==> src/hdl/ipv4hv_pkg.sv <==
// Shared types, codes and constants of the IPv4 header validator.
`timescale 1ns / 1ps
`default_nettype none

package ipv4hv_pkg;

  localparam int unsigned APB_ADDR_W = 3;
  localparam int unsigned APB_DATA_W = 32;

  // Register index as seen in paddr[2]
  localparam logic REG_LOCAL_IP = 1'b0;

  localparam logic [15:0] MIN_HDR    = 16'd20;
  localparam logic [3:0]  IP_VERSION = 4'd4;
  localparam logic [3:0]  IHL_MIN    = 4'd5;
  localparam logic [15:0] FRAG_MASK  = 16'h3FFF;
  localparam logic [15:0] SUM_GOOD   = 16'hFFFF;
  localparam logic [15:0] COUNT_MAX  = 16'hFFFF;

  localparam logic [7:0] PROTO_ICMP = 8'd1;
  localparam logic [7:0] PROTO_UDP  = 8'd17;
  localparam logic [7:0] PROTO_TCP  = 8'd6;

  typedef enum logic [2:0] {
    V_ACCEPT    = 3'd0,
    V_RUNT      = 3'd1,
    V_VERSION   = 3'd2,
    V_IHL       = 3'd3,
    V_CHECKSUM  = 3'd4,
    V_TOTAL_LEN = 3'd5,
    V_NOT_OURS  = 3'd6,
    V_FRAGMENT  = 3'd7
  } verdict_t;

  typedef enum logic [1:0] {
    T_ICMP  = 2'd0,
    T_UDP   = 2'd1,
    T_TCP   = 2'd2,
    T_OTHER = 2'd3
  } transport_t;

  // Header state of one complete frame, taken at its last byte
  typedef struct packed {
    logic [15:0] frame_len;
    logic [15:0] sum;
    logic [7:0]  version_ihl;
    logic [15:0] total_length;
    logic [15:0] frag_field;
    logic [7:0]  proto_num;
    logic [31:0] src_addr;
    logic [31:0] dst_addr;
  } frame_sum_t;

  typedef struct packed {
    verdict_t    verdict;
    transport_t  transport;
    logic [7:0]  protocol;
    logic [31:0] source_addr;
    logic [5:0]  header_len;
    logic [15:0] payload_len;
  } verdict_res_t;

endpackage

`default_nettype wire

==> src/hdl/ipv4hv_if.sv <==
// Stream interfaces: datagram bytes in, verdicts out.
`timescale 1ns / 1ps
`default_nettype none

interface ipv4hv_byte_if;
  logic       valid;
  logic       ready;
  logic [7:0] data_byte;
  logic       last_byte;

  modport source (output valid, output data_byte, output last_byte, input ready);
  modport sink   (input valid, input data_byte, input last_byte, output ready);
endinterface

interface ipv4hv_verdict_if;
  logic        valid;
  logic        ready;
  logic [2:0]  verdict;
  logic [1:0]  transport;
  logic [7:0]  protocol;
  logic [31:0] source_addr;
  logic [5:0]  header_len;
  logic [15:0] payload_len;

  modport source (output valid, output verdict, output transport, output protocol,
                  output source_addr, output header_len, output payload_len,
                  input ready);
  modport sink   (input valid, input verdict, input transport, input protocol,
                  input source_addr, input header_len, input payload_len,
                  output ready);
endinterface

`default_nettype wire

==> src/hdl/ipv4_header_validator.sv <==
// Top level of the IPv4 header validator: byte capture, checksum, result register.
`timescale 1ns / 1ps
`default_nettype none

// Receives an IPv4 datagram one byte per transfer on frame (last_byte marks the
// final byte) and returns one verdict per frame on report. A byte is taken every
// cycle while report keeps up; the per-byte path is a single 16-bit ones'-complement
// add with end-around carry. At its last byte a frame's header state is latched, and
// the checks on it are then registered. Two frames' verdicts can be held while
// report is stalled; after that frame.ready drops. local_ip is written over APB at
// byte address 0 (paddr[2] low) and must only be changed while no frame is in
// flight. No clearing pass after reset.
module ipv4_header_validator (
  input  var logic                               clk,
  input  var logic                               rst,
  ipv4hv_byte_if.sink                            frame,
  ipv4hv_verdict_if.source                       report,
  input  var logic                               psel,
  input  var logic                               penable,
  input  var logic                               pwrite,
  input  var logic [ipv4hv_pkg::APB_ADDR_W-1:0]  paddr,
  input  var logic [ipv4hv_pkg::APB_DATA_W-1:0]  pwdata,
  output var logic [ipv4hv_pkg::APB_DATA_W-1:0]  prdata,
  output var logic                               pready
);

  localparam logic [15:0] POS_VER_IHL = 16'd0;
  localparam logic [15:0] POS_TLEN_HI = 16'd2;
  localparam logic [15:0] POS_TLEN_LO = 16'd3;
  localparam logic [15:0] POS_FRAG_HI = 16'd6;
  localparam logic [15:0] POS_FRAG_LO = 16'd7;
  localparam logic [15:0] POS_PROTO   = 16'd9;
  localparam logic [15:0] POS_SRC_0   = 16'd12;
  localparam logic [15:0] POS_SRC_1   = 16'd13;
  localparam logic [15:0] POS_SRC_2   = 16'd14;
  localparam logic [15:0] POS_SRC_3   = 16'd15;
  localparam logic [15:0] POS_DST_0   = 16'd16;
  localparam logic [15:0] POS_DST_1   = 16'd17;
  localparam logic [15:0] POS_DST_2   = 16'd18;
  localparam logic [15:0] POS_DST_3   = 16'd19;

  function automatic logic [15:0] oc_add(input logic [15:0] a, input logic [15:0] b);
    logic [16:0] s;
    s = {1'b0, a} + {1'b0, b};
    return s[15:0] + {15'd0, s[16]};
  endfunction

  // ---------------- configuration ----------------
  logic [31:0] local_ip;

  assign pready = 1'b1;

  always_ff @(posedge clk) begin
    if (rst) begin
      local_ip <= '0;
    end else if (psel && penable && pwrite && pready &&
                 paddr[2] == ipv4hv_pkg::REG_LOCAL_IP) begin
      local_ip <= pwdata;
    end
  end

  always_comb begin
    prdata = '0;
    if (paddr[2] == ipv4hv_pkg::REG_LOCAL_IP) begin
      prdata = local_ip;
    end
  end

  // ---------------- per-byte state ----------------
  logic [15:0] byte_count, byte_count_next;
  logic [15:0] sum_accum, sum_accum_next;
  logic [7:0]  high_byte_hold, high_byte_hold_next;
  logic [7:0]  version_ihl, version_ihl_next;
  logic [15:0] total_length, total_length_next;
  logic [15:0] frag_field, frag_field_next;
  logic [7:0]  proto_num, proto_num_next;
  logic [31:0] src_addr_reg, src_addr_reg_next;
  logic [31:0] dst_addr_reg, dst_addr_reg_next;

  logic        saturated;
  logic        in_hdr;
  logic [5:0]  hdr_len_next;
  logic [7:0]  b;
  logic        in_xfer;
  logic        last_xfer;

  logic                   snap_valid;
  ipv4hv_pkg::frame_sum_t snap;
  logic                   out_valid;
  ipv4hv_pkg::verdict_res_t result;
  ipv4hv_pkg::verdict_res_t verdict_res;
  logic                   out_adv;

  assign b         = frame.data_byte;
  assign saturated = (byte_count == ipv4hv_pkg::COUNT_MAX);
  assign out_adv   = !out_valid || report.ready;
  assign frame.ready = !snap_valid || out_adv;
  assign in_xfer   = frame.valid && frame.ready;
  assign last_xfer = in_xfer && frame.last_byte;

  // Field capture by byte position
  always_comb begin
    version_ihl_next  = version_ihl;
    total_length_next = total_length;
    frag_field_next   = frag_field;
    proto_num_next    = proto_num;
    src_addr_reg_next = src_addr_reg;
    dst_addr_reg_next = dst_addr_reg;
    if (!saturated) begin
      case (byte_count)
        POS_VER_IHL: version_ihl_next        = b;
        POS_TLEN_HI: total_length_next[15:8] = b;
        POS_TLEN_LO: total_length_next[7:0]  = b;
        POS_FRAG_HI: frag_field_next[15:8]   = b;
        POS_FRAG_LO: frag_field_next[7:0]    = b;
        POS_PROTO:   proto_num_next          = b;
        POS_SRC_0:   src_addr_reg_next[31:24] = b;
        POS_SRC_1:   src_addr_reg_next[23:16] = b;
        POS_SRC_2:   src_addr_reg_next[15:8]  = b;
        POS_SRC_3:   src_addr_reg_next[7:0]   = b;
        POS_DST_0:   dst_addr_reg_next[31:24] = b;
        POS_DST_1:   dst_addr_reg_next[23:16] = b;
        POS_DST_2:   dst_addr_reg_next[15:8]  = b;
        POS_DST_3:   dst_addr_reg_next[7:0]   = b;
        default: ;
      endcase
    end
  end

  // Checksum runs over the header length known after this byte, so byte 0 counts
  assign hdr_len_next = {version_ihl_next[3:0], 2'b00};
  assign in_hdr       = !saturated && (byte_count < {10'd0, hdr_len_next});

  always_comb begin
    high_byte_hold_next = high_byte_hold;
    sum_accum_next      = sum_accum;
    if (in_hdr) begin
      if (!byte_count[0]) begin
        high_byte_hold_next = b;
      end else begin
        sum_accum_next = oc_add(sum_accum, {high_byte_hold, b});
      end
    end
    byte_count_next = saturated ? byte_count : byte_count + 16'd1;
  end

  always_ff @(posedge clk) begin
    if (rst) begin
      byte_count     <= '0;
      sum_accum      <= '0;
      high_byte_hold <= '0;
      version_ihl    <= '0;
      total_length   <= '0;
      frag_field     <= '0;
      proto_num      <= '0;
      src_addr_reg   <= '0;
      dst_addr_reg   <= '0;
    end else if (in_xfer) begin
      high_byte_hold <= high_byte_hold_next;
      version_ihl    <= version_ihl_next;
      total_length   <= total_length_next;
      frag_field     <= frag_field_next;
      proto_num      <= proto_num_next;
      src_addr_reg   <= src_addr_reg_next;
      dst_addr_reg   <= dst_addr_reg_next;
      if (frame.last_byte) begin
        byte_count <= '0;
        sum_accum  <= '0;
      end else begin
        byte_count <= byte_count_next;
        sum_accum  <= sum_accum_next;
      end
    end
  end

  // ---------------- frame snapshot and result register ----------------
  always_ff @(posedge clk) begin
    if (rst) begin
      snap_valid <= 1'b0;
    end else if (last_xfer) begin
      snap_valid <= 1'b1;
    end else if (snap_valid && out_adv) begin
      snap_valid <= 1'b0;
    end
  end

  always_ff @(posedge clk) begin
    if (last_xfer) begin
      snap.frame_len    <= byte_count_next;
      snap.sum          <= sum_accum_next;
      snap.version_ihl  <= version_ihl_next;
      snap.total_length <= total_length_next;
      snap.frag_field   <= frag_field_next;
      snap.proto_num    <= proto_num_next;
      snap.src_addr     <= src_addr_reg_next;
      snap.dst_addr     <= dst_addr_reg_next;
    end
  end

  ipv4hv_verdict u_verdict (
    .frame_sum (snap),
    .local_ip  (local_ip),
    .result    (verdict_res)
  );

  always_ff @(posedge clk) begin
    if (rst) begin
      out_valid <= 1'b0;
    end else if (out_adv) begin
      out_valid <= snap_valid;
    end
  end

  always_ff @(posedge clk) begin
    if (out_adv && snap_valid) begin
      result <= verdict_res;
    end
  end

  assign report.valid       = out_valid;
  assign report.verdict     = result.verdict;
  assign report.transport   = result.transport;
  assign report.protocol    = result.protocol;
  assign report.source_addr = result.source_addr;
  assign report.header_len  = result.header_len;
  assign report.payload_len = result.payload_len;

`ifndef SYNTHESIS
  // A rejected frame carries only its verdict
  a_reject_fields_zero: assert property (@(posedge clk) disable iff (rst)
    (out_valid && result.verdict != ipv4hv_pkg::V_ACCEPT) |->
      (result.transport == ipv4hv_pkg::T_ICMP && result.protocol == 8'd0 &&
       result.source_addr == 32'd0 && result.header_len == 6'd0 &&
       result.payload_len == 16'd0))
    else $error("rejected verdict with nonzero fields");

  a_count_clear: assert property (@(posedge clk) disable iff (rst)
    last_xfer |=> (byte_count == 16'd0 && sum_accum == 16'd0))
    else $error("byte count or sum not cleared after last byte");

  a_count_step: assert property (@(posedge clk) disable iff (rst)
    (in_xfer && !frame.last_byte && !saturated) |=>
      (byte_count == $past(byte_count) + 16'd1))
    else $error("byte count did not advance");

  a_last_snap: assert property (@(posedge clk) disable iff (rst)
    last_xfer |=> snap_valid)
    else $error("last byte did not produce a pending verdict");

  a_no_overrun: assert property (@(posedge clk) disable iff (rst)
    (snap_valid && !out_adv) |-> !frame.ready)
    else $error("input taken while pending verdict is blocked");
`endif

endmodule

`default_nettype wire

==> src/hdl/ipv4hv_verdict.sv <==
// Verdict logic: ordered receive checks over one frame's captured header.
`timescale 1ns / 1ps
`default_nettype none

module ipv4hv_verdict (
  input  var ipv4hv_pkg::frame_sum_t   frame_sum,
  input  var logic [31:0]              local_ip,
  output var ipv4hv_pkg::verdict_res_t result
);

  logic [3:0]  ihl;
  logic [5:0]  hdr_len;
  logic [15:0] hdr_len_w;
  ipv4hv_pkg::verdict_t verdict;

  assign ihl       = frame_sum.version_ihl[3:0];
  assign hdr_len   = {ihl, 2'b00};
  assign hdr_len_w = {10'd0, hdr_len};

  always_comb begin
    if (frame_sum.frame_len < ipv4hv_pkg::MIN_HDR) begin
      verdict = ipv4hv_pkg::V_RUNT;
    end else if (frame_sum.version_ihl[7:4] != ipv4hv_pkg::IP_VERSION) begin
      verdict = ipv4hv_pkg::V_VERSION;
    end else if (ihl < ipv4hv_pkg::IHL_MIN || hdr_len_w > frame_sum.frame_len) begin
      verdict = ipv4hv_pkg::V_IHL;
    end else if (frame_sum.sum != ipv4hv_pkg::SUM_GOOD) begin
      verdict = ipv4hv_pkg::V_CHECKSUM;
    end else if (frame_sum.total_length < hdr_len_w ||
                 frame_sum.total_length > frame_sum.frame_len) begin
      verdict = ipv4hv_pkg::V_TOTAL_LEN;
    end else if (frame_sum.dst_addr != local_ip) begin
      verdict = ipv4hv_pkg::V_NOT_OURS;
    end else if ((frame_sum.frag_field & ipv4hv_pkg::FRAG_MASK) != 16'd0) begin
      verdict = ipv4hv_pkg::V_FRAGMENT;
    end else begin
      verdict = ipv4hv_pkg::V_ACCEPT;
    end
  end

  always_comb begin
    result         = '0;
    result.verdict = verdict;
    if (verdict == ipv4hv_pkg::V_ACCEPT) begin
      case (frame_sum.proto_num)
        ipv4hv_pkg::PROTO_ICMP: result.transport = ipv4hv_pkg::T_ICMP;
        ipv4hv_pkg::PROTO_UDP:  result.transport = ipv4hv_pkg::T_UDP;
        ipv4hv_pkg::PROTO_TCP:  result.transport = ipv4hv_pkg::T_TCP;
        default:                result.transport = ipv4hv_pkg::T_OTHER;
      endcase
      result.protocol    = frame_sum.proto_num;
      result.source_addr = frame_sum.src_addr;
      result.header_len  = hdr_len;
      result.payload_len = frame_sum.total_length - hdr_len_w;
    end
  end

endmodule

`default_nettype wire

==> src/flat_wrapper.sv <==
// flat-port wrapper written by rule: the top's interface ports become plain ports
module ipv4_header_validator_flat 
  (clk, rst, psel, penable, pwrite, paddr, pwdata, prdata, pready, frame_valid, frame_data_byte, frame_last_byte, frame_ready, report_valid, report_verdict, report_transport, report_protocol, report_source_addr, report_header_len, report_payload_len, report_ready);
  ipv4hv_byte_if frame_i ();
  ipv4hv_verdict_if report_i ();
  input  var logic clk;
  input  var logic rst;
  input  var logic psel;
  input  var logic penable;
  input  var logic pwrite;
  input  var logic [ipv4hv_pkg::APB_ADDR_W-1:0] paddr;
  input  var logic [ipv4hv_pkg::APB_DATA_W-1:0] pwdata;
  output var logic [ipv4hv_pkg::APB_DATA_W-1:0] prdata;
  output var logic pready;
  input wire logic [$bits(frame_i.valid)-1:0] frame_valid;
  input wire logic [$bits(frame_i.data_byte)-1:0] frame_data_byte;
  input wire logic [$bits(frame_i.last_byte)-1:0] frame_last_byte;
  output wire logic [$bits(frame_i.ready)-1:0] frame_ready;
  output wire logic [$bits(report_i.valid)-1:0] report_valid;
  output wire logic [$bits(report_i.verdict)-1:0] report_verdict;
  output wire logic [$bits(report_i.transport)-1:0] report_transport;
  output wire logic [$bits(report_i.protocol)-1:0] report_protocol;
  output wire logic [$bits(report_i.source_addr)-1:0] report_source_addr;
  output wire logic [$bits(report_i.header_len)-1:0] report_header_len;
  output wire logic [$bits(report_i.payload_len)-1:0] report_payload_len;
  input wire logic [$bits(report_i.ready)-1:0] report_ready;
  assign frame_i.valid = frame_valid;
  assign frame_i.data_byte = frame_data_byte;
  assign frame_i.last_byte = frame_last_byte;
  assign frame_ready = frame_i.ready;
  assign report_valid = report_i.valid;
  assign report_verdict = report_i.verdict;
  assign report_transport = report_i.transport;
  assign report_protocol = report_i.protocol;
  assign report_source_addr = report_i.source_addr;
  assign report_header_len = report_i.header_len;
  assign report_payload_len = report_i.payload_len;
  assign report_i.ready = report_ready;
  ipv4_header_validator u_core (.clk(clk), .rst(rst), .frame(frame_i), .report(report_i), .psel(psel), .penable(penable), .pwrite(pwrite), .paddr(paddr), .pwdata(pwdata), .prdata(prdata), .pready(pready));
endmodule
==> config.mk <==
export PLATFORM = sky130hd
export DESIGN_NAME = ipv4_header_validator_flat
export DESIGN_NICKNAME = d
export VERILOG_FILES = /design/src/hdl/ipv4hv_pkg.sv /design/src/hdl/ipv4hv_if.sv /design/src/hdl/ipv4_header_validator.sv /design/src/hdl/ipv4hv_verdict.sv /design/src/flat_wrapper.sv
export SDC_FILE = /design/constraint.sdc
export NUM_CORES = 1
export LEC_CHECK = 0
export BUFFER_PORTS_ARGS = -buffer_cell sky130_fd_sc_hd__buf_4
export CAP_MARGIN = 20
export CORE_ASPECT_RATIO = 0.5
export CORE_MARGIN = 1.5
export CORE_UTILIZATION = 45
export DETAILED_ROUTE_END_ITERATION = 12
export PLACE_DENSITY_LB_ADDON = 0.15
export SYNTH_ARGS = -nofsm -noshare
export SYNTH_HDL_FRONTEND = slang
export SYNTH_SLANG_ARGS = --single-unit
==> constraint.sdc <==
create_clock -name clk -period 5 [get_ports clk]
set_clock_uncertainty 0.1 [all_clocks]
set_input_delay 0.5 -clock clk [delete_from_list [all_inputs] [get_ports clk]]
set_output_delay 0.5 -clock clk [all_outputs]
set_load 0.005 [all_outputs]
Word level (Yosys, flattened, before mapping):

Cells that the tools add are included.

* add/sub/neg operators: 4
* order comparisons: 6
* equality and inequality tests: 20
* mux-type cells: 36
* bitwise logic cells: 2
* reduce and logical (&&, ||, !) cells: 19

Operator list (number)
* 8-bit 2-to-1 mux: 16
* 16-bit 2-to-1 mux: 7
* 32-bit 2-to-1 mux: 3
* 16-bit by 4-bit == test with 1-bit output (second input constant): 5
* 16-bit by 5-bit == test with 1-bit output (second input constant): 4
* 16-bit by 2-bit == test with 1-bit output (second input constant): 2
* 16-bit by 3-bit == test with 1-bit output (second input constant): 2
* 16-bit by 6-bit < comparator with 1-bit output: 2
* 32-bit != test: 1
* 3-bit 2-to-1 mux: 7
* 16-bit by 16-bit adder with 17-bit output: 1
* 16-bit by 1-bit adder with 16-bit output: 1
* 16-bit by 1-bit adder with 16-bit output (second input constant): 1
* 16-bit == test (second input constant): 1
* 16-bit > comparator: 1
* 6-bit by 16-bit > comparator with 1-bit output: 1
* 16-bit zero test: 1
* 16-bit by 5-bit < comparator with 1-bit output (second input constant): 1
* 16-bit != test (second input constant): 1
* 16-bit nonzero test: 1
* 16-bit by 6-bit subtractor with 16-bit output: 1
* 8-bit by 1-bit == test with 1-bit output (second input constant): 1
* 8-bit by 3-bit == test with 1-bit output (second input constant): 1
* 8-bit by 5-bit == test with 1-bit output (second input constant): 1
* other kinds (11): 24

* output and inout bits: 102
* word-level logic and storage cells: 114
* input bits: 51
* register bits after elaboration: 395

Depth between registers and ports, before layout:

* depth in word-level cells: 9
* gate-level depth with buffers: 18
* depth with buffers taken out: 18

By module:

From an unflattened synthesis, not the netlist that was laid out.

* cell total of the unflattened synthesis: 1765
* area, all modules: 18391.4 µm²

By module, submodules not included
* ipv4_header_validator: cells each 1448, area an instance 16286.9 µm², sequential area each 10059.6 µm², times used 1
* ipv4hv_verdict: cells each 317, area an instance 2104.5 µm², sequential area each 0.0 µm², times used 1

Worst setup path after synthesis:

No wires, ideal clock.

* path kind: in2reg
* start: input report_ready
* end: register u_core.snap[0] (netlist bit), enable pin
* required time: 4.405 ns
* setup time: 0.495 ns
* buffers on the path: 3
* setup slack: 0.023 ns
* data arrival time: 4.382 ns
* cell stages on the path: 8
* path through: nor2b_1 nand2_1 and2_1 clkbuf_1 clkbuf_1 buf_1 nand2_1 inv_1

* longest elaborated chain between the ends: 4

RTL lines
* from (decl): RTL line flat_wrapper.sv:26 `input wire logic [$bits(report_i.ready)-1:0] report_ready;`
* 1-bit logical OR: RTL line ipv4_header_validator.sv:96 `assign out_adv = !out_valid || report.ready;`
* 1-bit logical OR: RTL line ipv4_header_validator.sv:97 `assign frame.ready = !snap_valid || out_adv;`
* via frame_ready: RTL line flat_wrapper.sv:18 `output wire logic [$bits(frame_i.ready)-1:0] frame_ready;`
* 1-bit logical AND: RTL line ipv4_header_validator.sv:98 `assign in_xfer = frame.valid && frame.ready;`
* 1-bit logical AND: RTL line ipv4_header_validator.sv:99 `assign last_xfer = in_xfer && frame.last_byte;`
* via u_core.last_xfer: RTL line ipv4_header_validator.sv:85 `logic last_xfer;`
* to (decl): RTL line ipv4_header_validator.sv:88 `ipv4hv_pkg::frame_sum_t snap;`

The timed path passes the listed nets, and every way through them passes these cells.
A chain may end at the register's enable or synchronous reset.

Final worst setup path:

* start: register u_core.sum_accum[0]
* end: register u_core.snap[127] (netlist bit), data pin

* longest elaborated chain between the ends: 4

RTL lines
* from (decl): RTL line ipv4_header_validator.sv:71 `logic [15:0] sum_accum, sum_accum_next;`
* from (signal assigned): RTL line ipv4_header_validator.sv:171 `sum_accum <= sum_accum_next;`
* 16-bit by 16-bit adder with 17-bit output: RTL line ipv4_header_validator.sv:44 `s = {1'b0, a} + {1'b0, b};`
* 16-bit by 1-bit adder with 16-bit output: RTL line ipv4_header_validator.sv:45 `return s[15:0] + {15'd0, s[16]};`
* 16-bit 2-to-1 mux: RTL line ipv4_header_validator.sv:138 `if (!byte_count[0]) begin`
* 16-bit 2-to-1 mux: RTL line ipv4_header_validator.sv:137 `if (in_hdr) begin`
* via u_core.sum_accum_next[15]: RTL line ipv4_header_validator.sv:71

The timed path passes the listed nets, and every way through them passes these cells.

==> summary.md <==
| Metric | Value |
|---|---|
| Run status | `completed` |
| Number of vias per cell | `around 5.3` |
| Clock latency reported for the late side of the worst-skew pair | `about 540 ps` |
| Top-area cell type share of the netlist area | `34.8%` |
| Transition at the pin with the smallest max-transition slack | `around 1000 ps` |
| Met3 routed WL | `2090 um` |
| Cell type contributing the most total cell area after synthesis | `sky130_fd_sc_hd__edfxtp_1` |
| Max-Slew Margin vs Limit | `35.0%` |
| Met2 Wirelength | `19500 um` |
| Data required time of the worst path | `5170 ps` |
| CP max-delay cell | `sky130_fd_sc_hd__nor4_1` |
| Routed wire per std cell | `about 18 um` |
| Setup repair after global routing missed its margin | `false` |
| Sinks on the clock net | `~390` |
| Pin count of the biggest net entering global routing | `~120` |
| Area growth, synth to finish | `16.1%` |
| Post-route fraction of the period consumed by the critical path | `around 84%` |
| Tmin final | `approximately 4200 ps` |
| Combined global-route utilization of all metal layers | `20.6%` |
| Number of gates given a new drive strength after cts | `0` |
| Count of nets left with antenna violations after detail routing | `0` |
| Number of CTS-inserted buffers | `37` |
| Via Count | `between 10000 and 15000` |
| Placed wire-length estimate after detailed placement | `26700 um` |
| Count of standard-cell rows | `between 50 and 60` |
| Warnings, synthesis | `0` |
| Setup Total Neg Slack | `0 ps` |
| Worst Slack Setup Final | `about 790 ps` |
| Vertical die dimension | `between 100 and 150 um` |
| Kind of critical path | `flop to flop` |
| Cell Area, Synth | `around 18000 sq um` |
| Final-report setup violation count | `0` |
| Synthesized instance count | `1697` |
| Number of setup buffers added after CTS | `0` |
| Die area | `41000 sq um` |
| Cell leakage power | `between 8 and 9 nW` |
| Core Region | `just under 40000 sq um` |
| Area contributors post-synth | `sky130_fd_sc_hd__edfxtp_1, sky130_fd_sc_hd__dfxtp_1, sky130_fd_sc_hd__mux2_2, sky130_fd_sc_hd__nand2_1, sky130_fd_sc_hd__a21oi_1` |
| Synthesized area divided by synthesized cell count | `between 10 and 15 sq um` |
| Number of enable-type register cells in the synthesized netlist | `a little over 200` |
| Post-synthesis sequential area ratio | `roughly 55%` |
| Most used DFF post-synth | `sky130_fd_sc_hd__edfxtp_1` |
| Uppermost signal routing layer after detailed routing | `met4` |
| Top-level I/O count | `roughly 150` |
| Share of final-layout standard cells stronger than drive strength 1 | `about a fifth` |
| Horizontal extent of the die | `about 280 um` |
| Largest incremental delay on the critical path | `roughly 650 ps` |
| Vias in the first global route | `approximately 12000` |
| Final core area utilization | `53.1%` |
| Peak Freq | `237 MHz` |
| Hold buffers post-CTS | `0` |
| M1 wire length | `around 20000 um` |
| Overall routed net length | `42700 um` |
| Clock tree from TritonCTS | `done` |
| Total DRC errors in the routed layout | `0` |
| Areal power density over the cells | `332 nW/um^2` |
| Clock transition at the registers of the reported paths | `~60 ps` |
| Worst hold-check slack | `approximately 110 ps` |
| Cell breakdown of the critical path | `ha_1 -> fa_1 -> a21o_1 -> a221o_1 -> a211oi_1 -> o21bai_1 -> a21oi_1 -> nor2_1 -> o21ai_0 -> nand2b_1 -> ha_1 -> and3_1 -> nand3_1 -> nor4_1 -> nand4_1 -> nor3_1 -> mux2i_1 -> nor2_1` |
| DRT iter0 DRCs | `between 800 and 900` |
| Share of flip-flops with an asynchronous set or reset after synthesis | `0%` |
| Maximum vdd drop | `approximately 0.22 mV` |
| Register name with the most flops | `u_core.snap` |
| Max FO, Critical Path | `3` |
| Overflow left after global routing | `0` |
| Clk buf depth | `3` |
| Flip-flop count of the largest register, all copies and words added | `142` |
| Worst-case setup slack after placement | `493 ps` |
| Number of levels in the clock H-tree | `2` |
| Max Cap Violations | `0` |
| Buffer cell driving the clock tree root | `sky130_fd_sc_hd__clkbuf_16` |
| RePlAce Congestion | `0.810` |
| Total of flip-flops plus latches after synthesis | `a little under 400` |
| Slew Viols, Final | `0` |
| Number of hold violations in the final report | `0` |
| Initial Util | `a little under half` |
| Setup crit end kind | `flop` |
| Net count, final | `~1900` |
| Class of the most critical hold timing path | `primary input to flop` |
| First-pass GRT wire length | `roughly 66000 um` |
| Data arrival at the endpoint of the critical path | `~4400 ps` |
| Crit path launch type | `flop` |
| IO buf count | `about 150` |
| Length of the first detailed-routing pass in iterations | `6` |
| Number of distinct library cells after synthesis | `66` |
| Cell Count, Final, Fillers Out | `between 2000 and 2500` |
| Number of placed instances with taps included | `2297` |
| Antenna violations before repair | `0` |
==> critical path, delay by kind of cell, from the launching register on <==
kind	cells	cell delay, ps
AOI/OAI and AO/OA	6	850
and+or+nand+nor	8	1760
muxes	1	270
adders and majority gates	3	610
DFF	1	380
==> report_power, final <==
group          switching (W)  internal, W  leakage, nW
combinational       0.000294     0.000182         3.92
clock                0.00122      0.00167        0.604
sequential         0.0000478      0.00346         3.54
total                0.00156      0.00532         8.06
==> per-stage QoR <==
stage | power, W | cell area, sq um
floorplan | 0.00389 | 17900
global placement | 0.00406 | 19500
detailed placement | 0.00406 | 19500
CTS | 0.00697 | 20700
global route | 0.00714 | 20700
finish | 0.00688 | 20800
==> placed cells by master, fill, tap and decap left out, types with 10 or more instances in the layout <==
| cell type | count |
|---|---|
| sky130_fd_sc_hd__nand2_1 | 237 |
| sky130_fd_sc_hd__edfxtp_1 | 207 |
| sky130_fd_sc_hd__dfxtp_1 | 184 |
| sky130_fd_sc_hd__buf_4 | 168 |
| sky130_fd_sc_hd__nor2_1 | 136 |
| sky130_fd_sc_hd__a21oi_1 | 130 |
| sky130_fd_sc_hd__mux2_2 | 116 |
| sky130_fd_sc_hd__xnor2_1 | 57 |
| sky130_fd_sc_hd__and2_1 | 51 |
| sky130_fd_sc_hd__ha_1 | 49 |
| sky130_fd_sc_hd__inv_1 | 46 |
| sky130_fd_sc_hd__nor3_1 | 44 |
| sky130_fd_sc_hd__nor2b_1 | 39 |
| sky130_fd_sc_hd__clkbuf_16 | 39 |
| sky130_fd_sc_hd__o21ai_0 | 38 |
| sky130_fd_sc_hd__nor4_1 | 29 |
| sky130_fd_sc_hd__nand4_1 | 24 |
| sky130_fd_sc_hd__nand3_1 | 20 |
| sky130_fd_sc_hd__a21o_1 | 20 |
| sky130_fd_sc_hd__a22oi_1 | 20 |
| sky130_fd_sc_hd__and3_1 | 17 |
| sky130_fd_sc_hd__mux2i_1 | 15 |
| sky130_fd_sc_hd__xor2_1 | 15 |
| sky130_fd_sc_hd__nand2b_1 | 10 |
| sky130_fd_sc_hd__clkbuf_1 | 10 |
==> per-layer routing <==
| layer | global-route usage (%) | vias to the layer above |
|---|---|---|
| met2 | 33.4 | 250 |
| met1 | 28.6 | 6009 |
| met4 | 5.15 | 0 |
| li1 | - | 6187 |
| met3 | 3.83 | 51 |
| met5 | 0 | - |
==> cell usage after synthesis (3+ instances only) <==
cell type,number
sky130_fd_sc_hd__nand3b_1,4
sky130_fd_sc_hd__edfxtp_1,207
sky130_fd_sc_hd__and4_1,3
sky130_fd_sc_hd__o21ai_0,38
sky130_fd_sc_hd__buf_1,4
sky130_fd_sc_hd__a22oi_1,20
sky130_fd_sc_hd__mux2_4,3
sky130_fd_sc_hd__xor2_1,15
sky130_fd_sc_hd__mux2_2,116
sky130_fd_sc_hd__mux2i_1,15
sky130_fd_sc_hd__a21o_1,20
sky130_fd_sc_hd__and2_1,52
sky130_fd_sc_hd__inv_1,47
sky130_fd_sc_hd__xnor2_1,57
sky130_fd_sc_hd__or4_1,5
sky130_fd_sc_hd__o21a_1,3
sky130_fd_sc_hd__nand4_1,24
sky130_fd_sc_hd__ha_1,49
sky130_fd_sc_hd__clkbuf_1,92
sky130_fd_sc_hd__dfxtp_1,184
sky130_fd_sc_hd__nand3_1,20
sky130_fd_sc_hd__and3_1,17
sky130_fd_sc_hd__nand2_1,238
sky130_fd_sc_hd__buf_2,3
sky130_fd_sc_hd__nor3b_1,3
sky130_fd_sc_hd__nor2b_1,40
sky130_fd_sc_hd__nand2b_1,10
sky130_fd_sc_hd__o32ai_1,3
sky130_fd_sc_hd__nor3_1,45
sky130_fd_sc_hd__a21boi_0,5
sky130_fd_sc_hd__o2111ai_1,3
sky130_fd_sc_hd__and4b_1,3
sky130_fd_sc_hd__a21oi_1,130
sky130_fd_sc_hd__or3_1,8
sky130_fd_sc_hd__a211oi_1,8
sky130_fd_sc_hd__nor4_1,29
sky130_fd_sc_hd__nor2_1,137
sky130_fd_sc_hd__buf_4,3
==> cell type report <==
type / instances / area, sq um
timing repair buffer: 172 / 1340
clock inverter: 10 / 105
antenna: 1 / 2.50
clock buffer: 58 / 1140
sequential: 391 / 9900
fill: 3493 / 18300
multi-input combinational: 1157 / 7420
tap: 530 / 663
inverter: 47 / 181
==> path summary, 6_finish.rpt <==
check                                from                       to  slack [ps]  cells past startpoint
setup / recovery      u_core.sum_accum[0]         u_core.snap[127]         790                     18
hold / removal                 pwdata[14]      u_core.local_ip[14]         110                      3
setup reg to reg      u_core.sum_accum[0]         u_core.snap[127]         790                     18
hold reg to reg   u_core.src_addr_reg[26]  u_core.src_addr_reg[26]         350                      2
==> cell families (layout without fill, tap and decap cells) <==
kind of cell,after synthesis,in the layout,share of synthesized area (%)
AOI/OAI and AO/OA,253,253,8.61
xor gates and xnor gates,72,72,3.53
adders and majority gates,51,51,3.65
buffers and inverters,150,287,3.27
DFF,391,391,55.4
muxes,134,134,8.40
other,2,4,0.0420
and+or+nand+nor,644,644,17.1
(Power assumes the default switching activity.)
